### src/rtl/core/lsp_pkg.sv
// lsp_pkg: shared constants and types for the line sensor position block
// no dependencies
`default_nettype none

package lsp_pkg;

    localparam int SENSOR_COUNT = 9;
    localparam int SAMPLE_W     = 8;
    localparam int IDX_W        = $clog2(SENSOR_COUNT);
    localparam int MIDDLE_INDEX = (SENSOR_COUNT - 1) / 2;
    localparam int OFFSET_W     = 7;
    localparam int OFFSET_LIMIT = 60;
    localparam int CONTRAST_W   = 8;
    localparam int SPACING_W    = 4;
    localparam int CFG_DATA_W   = 8;

    // register indexes
    localparam logic CFG_MIN_CONTRAST   = 1'b0;
    localparam logic CFG_SENSOR_SPACING = 1'b1;

    localparam logic [CONTRAST_W-1:0] MIN_CONTRAST_RST   = 8'd30;
    localparam logic [SPACING_W-1:0]  SENSOR_SPACING_RST = 4'd9;

    // floor(x / 11) for x up to 2550 as (x * 745) >> 13
    localparam logic [9:0] RECIP_11    = 10'd745;
    localparam int         RECIP_SHIFT = 13;

    typedef logic [SAMPLE_W-1:0] sample_t;
    typedef logic [IDX_W-1:0]    idx_t;

    typedef struct packed {
        logic found;
        idx_t first;
        idx_t last;
    } run_t;

endpackage

`default_nettype wire

### src/rtl/core/lsp_run_locate.sv
// lsp_run_locate: finds the first run of marked sensors
// depends on lsp_pkg
`default_nettype none

module lsp_run_locate
    import lsp_pkg::*;
(
    input  wire logic [SENSOR_COUNT-1:0] mark,
    output run_t                         run
);

    logic [SENSOR_COUNT:0] mark_ext;
    idx_t                  first;
    idx_t                  last;

    assign mark_ext = {1'b0, mark};

    always_comb
    begin
        first = '0;
        for (int i = SENSOR_COUNT - 1; i >= 0; i--)
        begin
            if (mark[i])
            begin
                first = IDX_W'(i);
            end
        end
    end

    // end of run: marked, next one clear, at or after the start
    always_comb
    begin
        last = '0;
        for (int i = SENSOR_COUNT - 1; i >= 0; i--)
        begin
            if (mark[i] && !mark_ext[i + 1] && (IDX_W'(i) >= first))
            begin
                last = IDX_W'(i);
            end
        end
    end

    assign run = {|mark, first, last};

endmodule

`default_nettype wire

### src/rtl/core/line_sensor_position.sv
// line_sensor_position: top level, line position from one set of sensor samples
// depends on lsp_pkg and lsp_run_locate
`default_nettype none

// A sample set is taken at every clock edge where start is high; busy stays
// low, so one set per cycle is accepted. The result appears on line_found and
// line_offset with done high for exactly one cycle, after the sample set has
// passed the input register, min/max stage, threshold stage (reciprocal
// multiply for the divide by eleven), then run search and center in the result
// register. The receiver cannot stall; results must be taken as they come.
// Configuration writes are applied at once and should be made while idle.

module line_sensor_position
    import lsp_pkg::*;
(
    input  wire logic                       clk,
    input  wire logic                       rst_n,
    input  wire logic                       start,
    output logic                            busy,
    input  wire logic                       cfg_wr,
    input  wire logic                       cfg_index,
    input  wire logic [CFG_DATA_W-1:0]      cfg_data,
    input  wire logic [SAMPLE_W-1:0]        sample_0,
    input  wire logic [SAMPLE_W-1:0]        sample_1,
    input  wire logic [SAMPLE_W-1:0]        sample_2,
    input  wire logic [SAMPLE_W-1:0]        sample_3,
    input  wire logic [SAMPLE_W-1:0]        sample_4,
    input  wire logic [SAMPLE_W-1:0]        sample_5,
    input  wire logic [SAMPLE_W-1:0]        sample_6,
    input  wire logic [SAMPLE_W-1:0]        sample_7,
    input  wire logic [SAMPLE_W-1:0]        sample_8,
    output logic                            done,
    output logic                            line_found,
    output logic signed [OFFSET_W-1:0]      line_offset
);

    logic [CONTRAST_W-1:0] min_contrast_reg;
    logic [SPACING_W-1:0]  sensor_spacing_reg;

    sample_t samp1_reg [SENSOR_COUNT];
    sample_t samp2_reg [SENSOR_COUNT];
    sample_t samp3_reg [SENSOR_COUNT];
    logic    v1_reg, v2_reg, v3_reg;
    sample_t min2_reg;
    sample_t diff2_reg;
    logic    ok2_reg;
    sample_t thr3_reg;
    logic    ok3_reg;

    logic                       done_reg;
    logic                       found_reg;
    logic signed [OFFSET_W-1:0] offset_reg;

    sample_t samp_in [SENSOR_COUNT];
    sample_t lo_next, hi_next;
    sample_t thr_next;
    logic [11:0] diff10;
    logic [21:0] quot_prod;

    logic [SENSOR_COUNT-1:0] mark;
    run_t                    run;
    logic [7:0]              center_e;
    logic [7:0]              span;
    logic [7:0]              center;
    logic signed [8:0]       off_full;
    logic signed [OFFSET_W-1:0] offset_next;
    logic                    found_next;

    assign busy = 1'b0;

    assign samp_in[0] = sample_0;
    assign samp_in[1] = sample_1;
    assign samp_in[2] = sample_2;
    assign samp_in[3] = sample_3;
    assign samp_in[4] = sample_4;
    assign samp_in[5] = sample_5;
    assign samp_in[6] = sample_6;
    assign samp_in[7] = sample_7;
    assign samp_in[8] = sample_8;

    // configuration registers
    always_ff @(posedge clk or negedge rst_n)
    begin
        if (!rst_n)
        begin
            min_contrast_reg   <= MIN_CONTRAST_RST;
            sensor_spacing_reg <= SENSOR_SPACING_RST;
        end
        else if (cfg_wr)
        begin
            case (cfg_index)
                CFG_MIN_CONTRAST:   min_contrast_reg   <= cfg_data[CONTRAST_W-1:0];
                CFG_SENSOR_SPACING: sensor_spacing_reg <= cfg_data[SPACING_W-1:0];
                default:            min_contrast_reg   <= min_contrast_reg;
            endcase
        end
    end

    // min and max over the sample set
    always_comb
    begin
        lo_next = samp1_reg[0];
        hi_next = samp1_reg[0];
        for (int i = 1; i < SENSOR_COUNT; i++)
        begin
            if (samp1_reg[i] > hi_next)
            begin
                hi_next = samp1_reg[i];
            end
            if (samp1_reg[i] < lo_next)
            begin
                lo_next = samp1_reg[i];
            end
        end
    end

    // threshold = min + floor(10 * diff / 11)
    assign diff10    = {1'b0, diff2_reg, 3'b000} + {3'b000, diff2_reg, 1'b0};
    assign quot_prod = diff10 * RECIP_11;
    assign thr_next  = min2_reg + quot_prod[RECIP_SHIFT+SAMPLE_W-1:RECIP_SHIFT];

    always_comb
    begin
        for (int i = 0; i < SENSOR_COUNT; i++)
        begin
            mark[i] = samp3_reg[i] > thr3_reg;
        end
    end

    lsp_run_locate u_run_locate
    (
        .mark (mark),
        .run  (run)
    );

    // center = spacing*e - floor(spacing*(e-s)/2), offset from middle sensor
    assign center_e = sensor_spacing_reg * run.last;
    assign span     = sensor_spacing_reg * (run.last - run.first);
    assign center   = center_e - {1'b0, span[7:1]};
    assign off_full = $signed({1'b0, center})
                    - $signed(9'(sensor_spacing_reg * MIDDLE_INDEX));

    always_comb
    begin
        if (off_full > 9'sd60)
        begin
            offset_next = 7'(OFFSET_LIMIT);
        end
        else if (off_full < -9'sd60)
        begin
            offset_next = -7'(OFFSET_LIMIT);
        end
        else
        begin
            offset_next = off_full[OFFSET_W-1:0];
        end
    end

    assign found_next = ok3_reg && run.found;

    // pipeline control
    always_ff @(posedge clk or negedge rst_n)
    begin
        if (!rst_n)
        begin
            v1_reg   <= 1'b0;
            v2_reg   <= 1'b0;
            v3_reg   <= 1'b0;
            done_reg <= 1'b0;
        end
        else
        begin
            v1_reg   <= start;
            v2_reg   <= v1_reg;
            v3_reg   <= v2_reg;
            done_reg <= v3_reg;
        end
    end

    // pipeline payload
    always_ff @(posedge clk)
    begin
        if (start)
        begin
            samp1_reg <= samp_in;
        end
        if (v1_reg)
        begin
            samp2_reg <= samp1_reg;
            min2_reg  <= lo_next;
            diff2_reg <= hi_next - lo_next;
            ok2_reg   <= (hi_next - lo_next) > min_contrast_reg;
        end
        if (v2_reg)
        begin
            samp3_reg <= samp2_reg;
            thr3_reg  <= thr_next;
            ok3_reg   <= ok2_reg;
        end
        if (v3_reg)
        begin
            found_reg  <= found_next;
            offset_reg <= found_next ? offset_next : '0;
        end
    end

    assign done        = done_reg;
    assign line_found  = found_reg;
    assign line_offset = offset_reg;

endmodule

`default_nettype wire

### config.mk
export PLATFORM = sky130hd
export DESIGN_NAME = line_sensor_position
export DESIGN_NICKNAME = d
export VERILOG_FILES = /design/src/rtl/core/lsp_pkg.sv /design/src/rtl/core/lsp_run_locate.sv /design/src/rtl/core/line_sensor_position.sv
export SDC_FILE = /design/constraint.sdc
export NUM_CORES = 1
export LEC_CHECK = 0
export BUFFER_PORTS_ARGS = -buffer_cell sky130_fd_sc_hd__buf_2
export CAP_MARGIN = 5
export CORE_ASPECT_RATIO = 0.6
export CORE_MARGIN = 1.5
export CORE_UTILIZATION = 63
export CTS_CLUSTER_DIAMETER = 50
export DETAILED_ROUTE_END_ITERATION = 7
export PLACE_DENSITY = 0.8
export SLEW_MARGIN = 15
export SYNTH_ARGS = -nofsm -noshare
export SYNTH_HDL_FRONTEND = slang
export SYNTH_SLANG_ARGS = --single-unit
### constraint.sdc
create_clock -name clk -period 22.3 [get_ports clk]
set_clock_uncertainty 0.05 [all_clocks]
set_input_delay 1.115 -clock clk [delete_from_list [all_inputs] [get_ports clk]]
set_output_delay 1.115 -clock clk [all_outputs]
set_load 0.005 [all_outputs]
==> impl_metrics.py, run 1 <==
metrics = {
    "outcome": {
        "status": "complete, no violations",
    },
    "cells_and_area": {
        "antenna_cells": 0,
        "stdcell_area_um2": 20900,
        "area_delta_synth_final_pct": 9.85,
        "final_util_pct": 71.5,
        "drive_gt1_share_pct": 11.3,
        "nets": 2266,
    },
    "worst_hold_path": {
        "holdPathStages": 0,
        "hp-class": "flip-flop to flip-flop",
    },
    "routing": {
        "drt-total-wl_mm": 44.6,
        "ant_nets": 0,
        "wire_per_inst_um": 19.8,
        "first_iter_violations": 1401,
        "via_per_inst": 6.01,
        "drt_pre_antenna_iters": 6,
        "num_vias": 13494,
        "drc": 0,
    },
    "global_route": {
        "overflow": 0,
        "grt_pass1_wl_mm": 69.1,
        "grt_usage_pct": 29.2,
        "grt_max_degree": 83,
        "antenna_found_initial": 0,
        "grt_pass1_vias": 12714,
    },
    "logic_synthesis": {
        "netlist.area_leader.share_pct": 39.5,
        "synth-edff-count": 250,
        "yosysMostFrequentCell": "ha_1",
        "ys_types": 87,
        "synth_seq_area_share_pct": 41.7,
        "ys_async_sr_fraction_pct": 6.02,
        "ys_warn_count": 0,
        "syn_area_um2": 19000,
        "synth_commonest_cells": "304 x ha_1, 250 x edfxtp_1, 221 x inv_1",
        "yosys-top-cells-area": "edfxtp_1 40%, ha_1 20%, fa_1 5.2%, inv_1 4.4%, a21oi_1 3.0%",
        "synthesis.nets": 2158,
        "syn_inst": 1720,
        "synth_ff_type": "edfxtp_1",
        "ys_seq_elements": 266,
        "synth_area_per_cell_um2": 11.0,
        "yosysTopAreaCell": "edfxtp_1",
    },
    "worst_setup_path": {
        "cp-start-kind": "flip-flop",
        "cp_max_fo": 17,
        "ff2ff_path_depth": 84,
        "cp-end-kind": "flip-flop",
        "crit_required_ns": 22.57,
        "path_class": "flip-flop to flip-flop",
        "max_stage_delay_ns": 0.84,
        "path_depth": 84,
        "path_buf_inv": 3,
        "cp_top_family": "compound AO/OA/AOI/OAI gates",
        "arrival_ns": 20.40,
        "path_common_cell": "a21oi_1",
        "cp_slowest_cell": "nor2_1",
    },
    "die": {
        "initial_utilization_pct": 65.0,
        "num_rows": 48,
        "die-height_um": 137,
        "die_x_um": 227,
        "ios": 95,
        "coreArea_um2": 29200,
        "die-area_um2": 31200,
    },
    "cts": {
        "clk_latency_ns": 0.58,
        "postCtsSetupRepairBufs": 0,
        "cts_max_level": 1,
        "cts_tree": "done",
        "clock-sinks": 266,
        "holdBufCountCts": 0,
        "cts_buffer_depth": 3,
        "cts_resized": 0,
        "path_clk_slew_ns": 0.07,
        "root_buffer": "clkbuf_16",
        "numCtsBuffers": 27,
    },
    "placement": {
        "dpl-instance-area_um2": 19900,
        "portBuffers": 93,
        "dp_hpwl_mm": 35.0,
        "gp_congestion": 0.911,
    },
    "timing": {
        "relSlewSlack_pct": 26.7,
        "period_minus_slack_ns": 20.13,
        "finalCritPeriodShare_pct": 90.3,
        "setup_viol": 0,
        "tightest_slew_ns": 1.10,
        "finalHoldViolations": 0,
        "timing.fmax_ghz": 0.0497,
        "fin_tns_setup_ns": 0,
        "fin_hold_ws_ns": 0.361,
        "drv_slew": 0,
        "rsz0062_at_grt": "no",
    },
    "run": {
        "cap_violations": 0,
    },
}
## path summary, 6_finish.rpt
| path | startpoint | end | slack [ns] |
|---|---|---|---|
| setup / recovery | samp1_reg[62] | ok2_reg | 2.17 |
| hold / removal | samp2_reg[15] | samp3_reg[15] | 0.36 |
| setup reg to reg | samp1_reg[62] | ok2_reg | 2.17 |
| hold reg to reg | samp2_reg[15] | samp3_reg[15] | 0.36 |
| max in group asynchronous | rst_n | min_contrast_reg[1] | 21.50 |
| min in group asynchronous | rst_n | min_contrast_reg[0] | 0.39 |
## cell type report
class / instances / area, µm²
clock buffers: 31 / 691
clock inverters: 17 / 245
fillers: 2062 / 8330
inverters: 221 / 830
multi-input cells: 1215 / 10200
flip-flops and latches: 266 / 7920
well taps: 400 / 500
repair buffers: 97 / 498
## worst reg2reg max path, delay by kind of cell, from the launching register on
| family | cells | cell delay (ns) |
|---|---|---|
| muxes | 5 | 1.71 |
| DFF | 1 | 0.46 |
| AOI/OAI and AO/OA | 39 | 8.95 |
| xor gates and xnor gates | 1 | 0.19 |
| and+or+nand+nor | 26 | 5.24 |
| adders and majority gates | 10 | 3.07 |
| buffers and inverters | 3 | 0.22 |
## per-layer routing
layer	GRT usage (%)	up-vias	part of all wire, %
met1	45.9	6374	47
met3	6.82	71	11
met2	41.0	624	40
met4	5.37	0	1.7
li1	-	6425	-
met5	0	-	0
## cells in the final DEF, fill, tap and decap left out, types with 24 or more instances in the layout
| master | instances |
|---|---|
| ha_1 | 304 |
| edfxtp_1 | 250 |
| inv_1 | 221 |
| nor2_1 | 118 |
| a21oi_1 | 113 |
| nand2_1 | 92 |
| buf_2 | 92 |
| o21ai_0 | 83 |
| fa_1 | 49 |
| a21o_1 | 47 |
| mux2i_1 | 42 |
| xnor2_1 | 36 |
| nand3_1 | 27 |
| clkbuf_16 | 27 |
| nor2b_1 | 24 |
| o21a_1 | 24 |
| mux2_2 | 24 |
## kinds of logic (layout without fill, tap and decap cells)
family,count (synthesis),count (layout),synth area share [%]
simple gates,379,379,9.73
compound gates,365,365,12.5
fa+ha+maj,354,354,25.3
flops,266,266,41.7
buf+inv,239,366,4.79
mux,69,69,3.87
xor+xnor,47,47,2.17
other cells,1,1,0.0198
## per-stage QoR
step	std cells	setup WS [ns]
6_report	2247	2.17
5_1_grt	2247	0.742
4_1_cts	2247	2.54
3_5_place_dp	2199	2.61
3_3_place_gp	2199	3.60
2_1_floorplan	1720	5.50
Power of run 1 is not shown: default switching activity piles up to over one toggle a cycle in this logic, so the estimate is an artifact.
==> inputs of run 2 (changes only) <==
--- a/config.mk
+++ b/config.mk
@@ -9,10 +9,10 @@
 export CAP_MARGIN = 5
 export CORE_ASPECT_RATIO = 0.6
 export CORE_MARGIN = 1.5
-export CORE_UTILIZATION = 63
+export CORE_UTILIZATION = 50
 export CTS_CLUSTER_DIAMETER = 50
 export DETAILED_ROUTE_END_ITERATION = 7
-export PLACE_DENSITY = 0.8
+export PLACE_DENSITY = 0.65
 export SLEW_MARGIN = 15
 export SYNTH_ARGS = -nofsm -noshare
 export SYNTH_HDL_FRONTEND = slang
==> run 2 against run 1 <==
Effect of this change:
- via count fell by 3.5%
- maximum frequency grew 1.9%
- final area is 0.84% higher
- die area is 26% higher
- critical path depth decreased by 3
- global-route usage down 6.4 points
- worst setup slack better by 0.37 ns
- sequential cell count unchanged
- register-to-register slack improved by 0.37 ns
- utilization down 15 points
- sequential share of layout area decreased by 0.32 points
- critical path type unchanged
==> impl_metrics.py, run 2 (same netlist as run 1, synthesis figures left out) <==
metrics = {
    "cts": {
        "holdBufCountCts": 0,
        "clk_latency_ns": 0.57,
        "postCtsSetupRepairBufs": 0,
        "path_clk_slew_ns": 0.07,
        "numCtsBuffers": 27,
        "cts_max_level": 1,
        "cts_tree": "done",
        "cts_buffer_depth": 3,
        "clock-sinks": 266,
        "root_buffer": "clkbuf_16",
        "cts_resized": 0,
    },
    "cells_and_area": {
        "nets": 2266,
        "stdcell_area_um2": 21000,
        "area_delta_synth_final_pct": 10.8,
        "fillers": 3173,
        "final_cell_mix": "304 x ha_1, 250 x edfxtp_1, 221 x inv_1, 118 x nor2_1, 113 x a21oi_1",
        "drive_gt1_share_pct": 11.5,
        "layout_commonest_cell": "ha_1",
        "antenna_cells": 0,
    },
    "global_route": {
        "grt_pass1_vias": 12463,
        "grt_max_degree": 83,
        "grt_usage_pct": 22.8,
        "overflow": 0,
        "grt_pass1_wl_mm": 69.1,
        "antenna_found_initial": 0,
    },
    "timing": {
        "drv_slew": 0,
        "fin_tns_setup_ns": 0,
        "finalHoldViolations": 0,
        "timing.fmax_ghz": 0.0506,
        "rsz0062_at_grt": "no",
        "setup_viol": 0,
        "finalCritPeriodShare_pct": 88.6,
        "tightest_slew_ns": 1.07,
        "relSlewSlack_pct": 28.7,
        "period_minus_slack_ns": 19.76,
    },
    "worst_hold_path": {
        "hp-class": "flip-flop to flip-flop",
        "min_from": "samp2_reg[23]",
    },
    "worst_setup_path": {
        "regToRegSetupSlack_ns": 2.54,
        "crit_required_ns": 22.57,
        "r2r_start": "samp1_reg[70]",
        "max_stage_delay_ns": 0.80,
        "cp_top_family": "compound AO/OA/AOI/OAI gates",
        "cp_max_fo": 17,
        "path_buf_inv": 5,
        "cp-end-kind": "flip-flop",
        "path_class": "flip-flop to flip-flop",
        "arrival_ns": 20.02,
        "crit_start": "samp1_reg[70]",
        "path_common_cell": "ha_1",
        "cp_slowest_cell": "nor2_1",
        "cp-start-kind": "flip-flop",
    },
    "routing": {
        "ant_nets": 0,
        "drt_pre_antenna_iters": 5,
        "drt-total-wl_mm": 43.9,
        "num_vias": 13023,
        "drc": 0,
        "wire_per_inst_um": 18.6,
        "first_iter_violations": 981,
        "via_per_inst": 5.52,
    },
    "die": {
        "ios": 95,
        "coreArea_um2": 37600,
        "initial_utilization_pct": 50.5,
        "num_rows": 55,
        "die-area_um2": 39200,
        "die-height_um": 154,
        "die_x_um": 255,
    },
    "placement": {
        "dp_hpwl_mm": 35.1,
        "gp_congestion": 0.917,
        "portBuffers": 93,
        "dpl-instance-area_um2": 20100,
    },
    "outcome": {
        "status": "complete, no violations",
    },
    "run": {
        "cap_violations": 0,
    },
}
[run 2: per-layer routing]
layer | track usage [%] | vias up | wire (µm)
met5 | 0 | - | 0
met4 | 3.49 | 0 | 503
met3 | 3.81 | 43 | 2960
met2 | 30.9 | 378 | 17000
met1 | 37.8 | 6190 | 23500
li1 | - | 6412 | -
[run 2: worst paths after layout]
kind                                    endpoint  depth (start not counted)
hold reg to reg                    samp3_reg[23]                          0
hold / removal                     samp3_reg[23]                          0
setup / recovery                         ok2_reg                         81
setup reg to reg                         ok2_reg                         81
min in group asynchronous                   done                          1
max in group asynchronous  sensor_spacing_reg[3]                          1
[run 2: through the flow]
stage / setup slack, ns / hold slack, ns / instances / util, %
2_1_floorplan: 5.50 / 0.350 / 1720 / -
3_3_place_gp: 3.45 / 0.351 / 2312 / 53.4
3_5_place_dp: 2.80 / 0.355 / 2312 / 53.4
4_1_cts: 2.73 / 0.359 / 2361 / 56.0
5_1_grt: 0.782 / 0.353 / 2361 / 56.0
6_report: 2.54 / 0.357 / 2361 / 56.0
[run 2: layout make-up]
cell class	instances	area (µm²)	area share (%)
clock buffer	29	683	3.25
timing repair buffer	97	498	2.37
clock inverter	20	287	1.36
tap	513	642	3.05
multi-input combinational	1215	10200	48.4
inverter	221	830	3.94
sequential	266	7920	37.7
Power of run 2 is left out for the same reason.
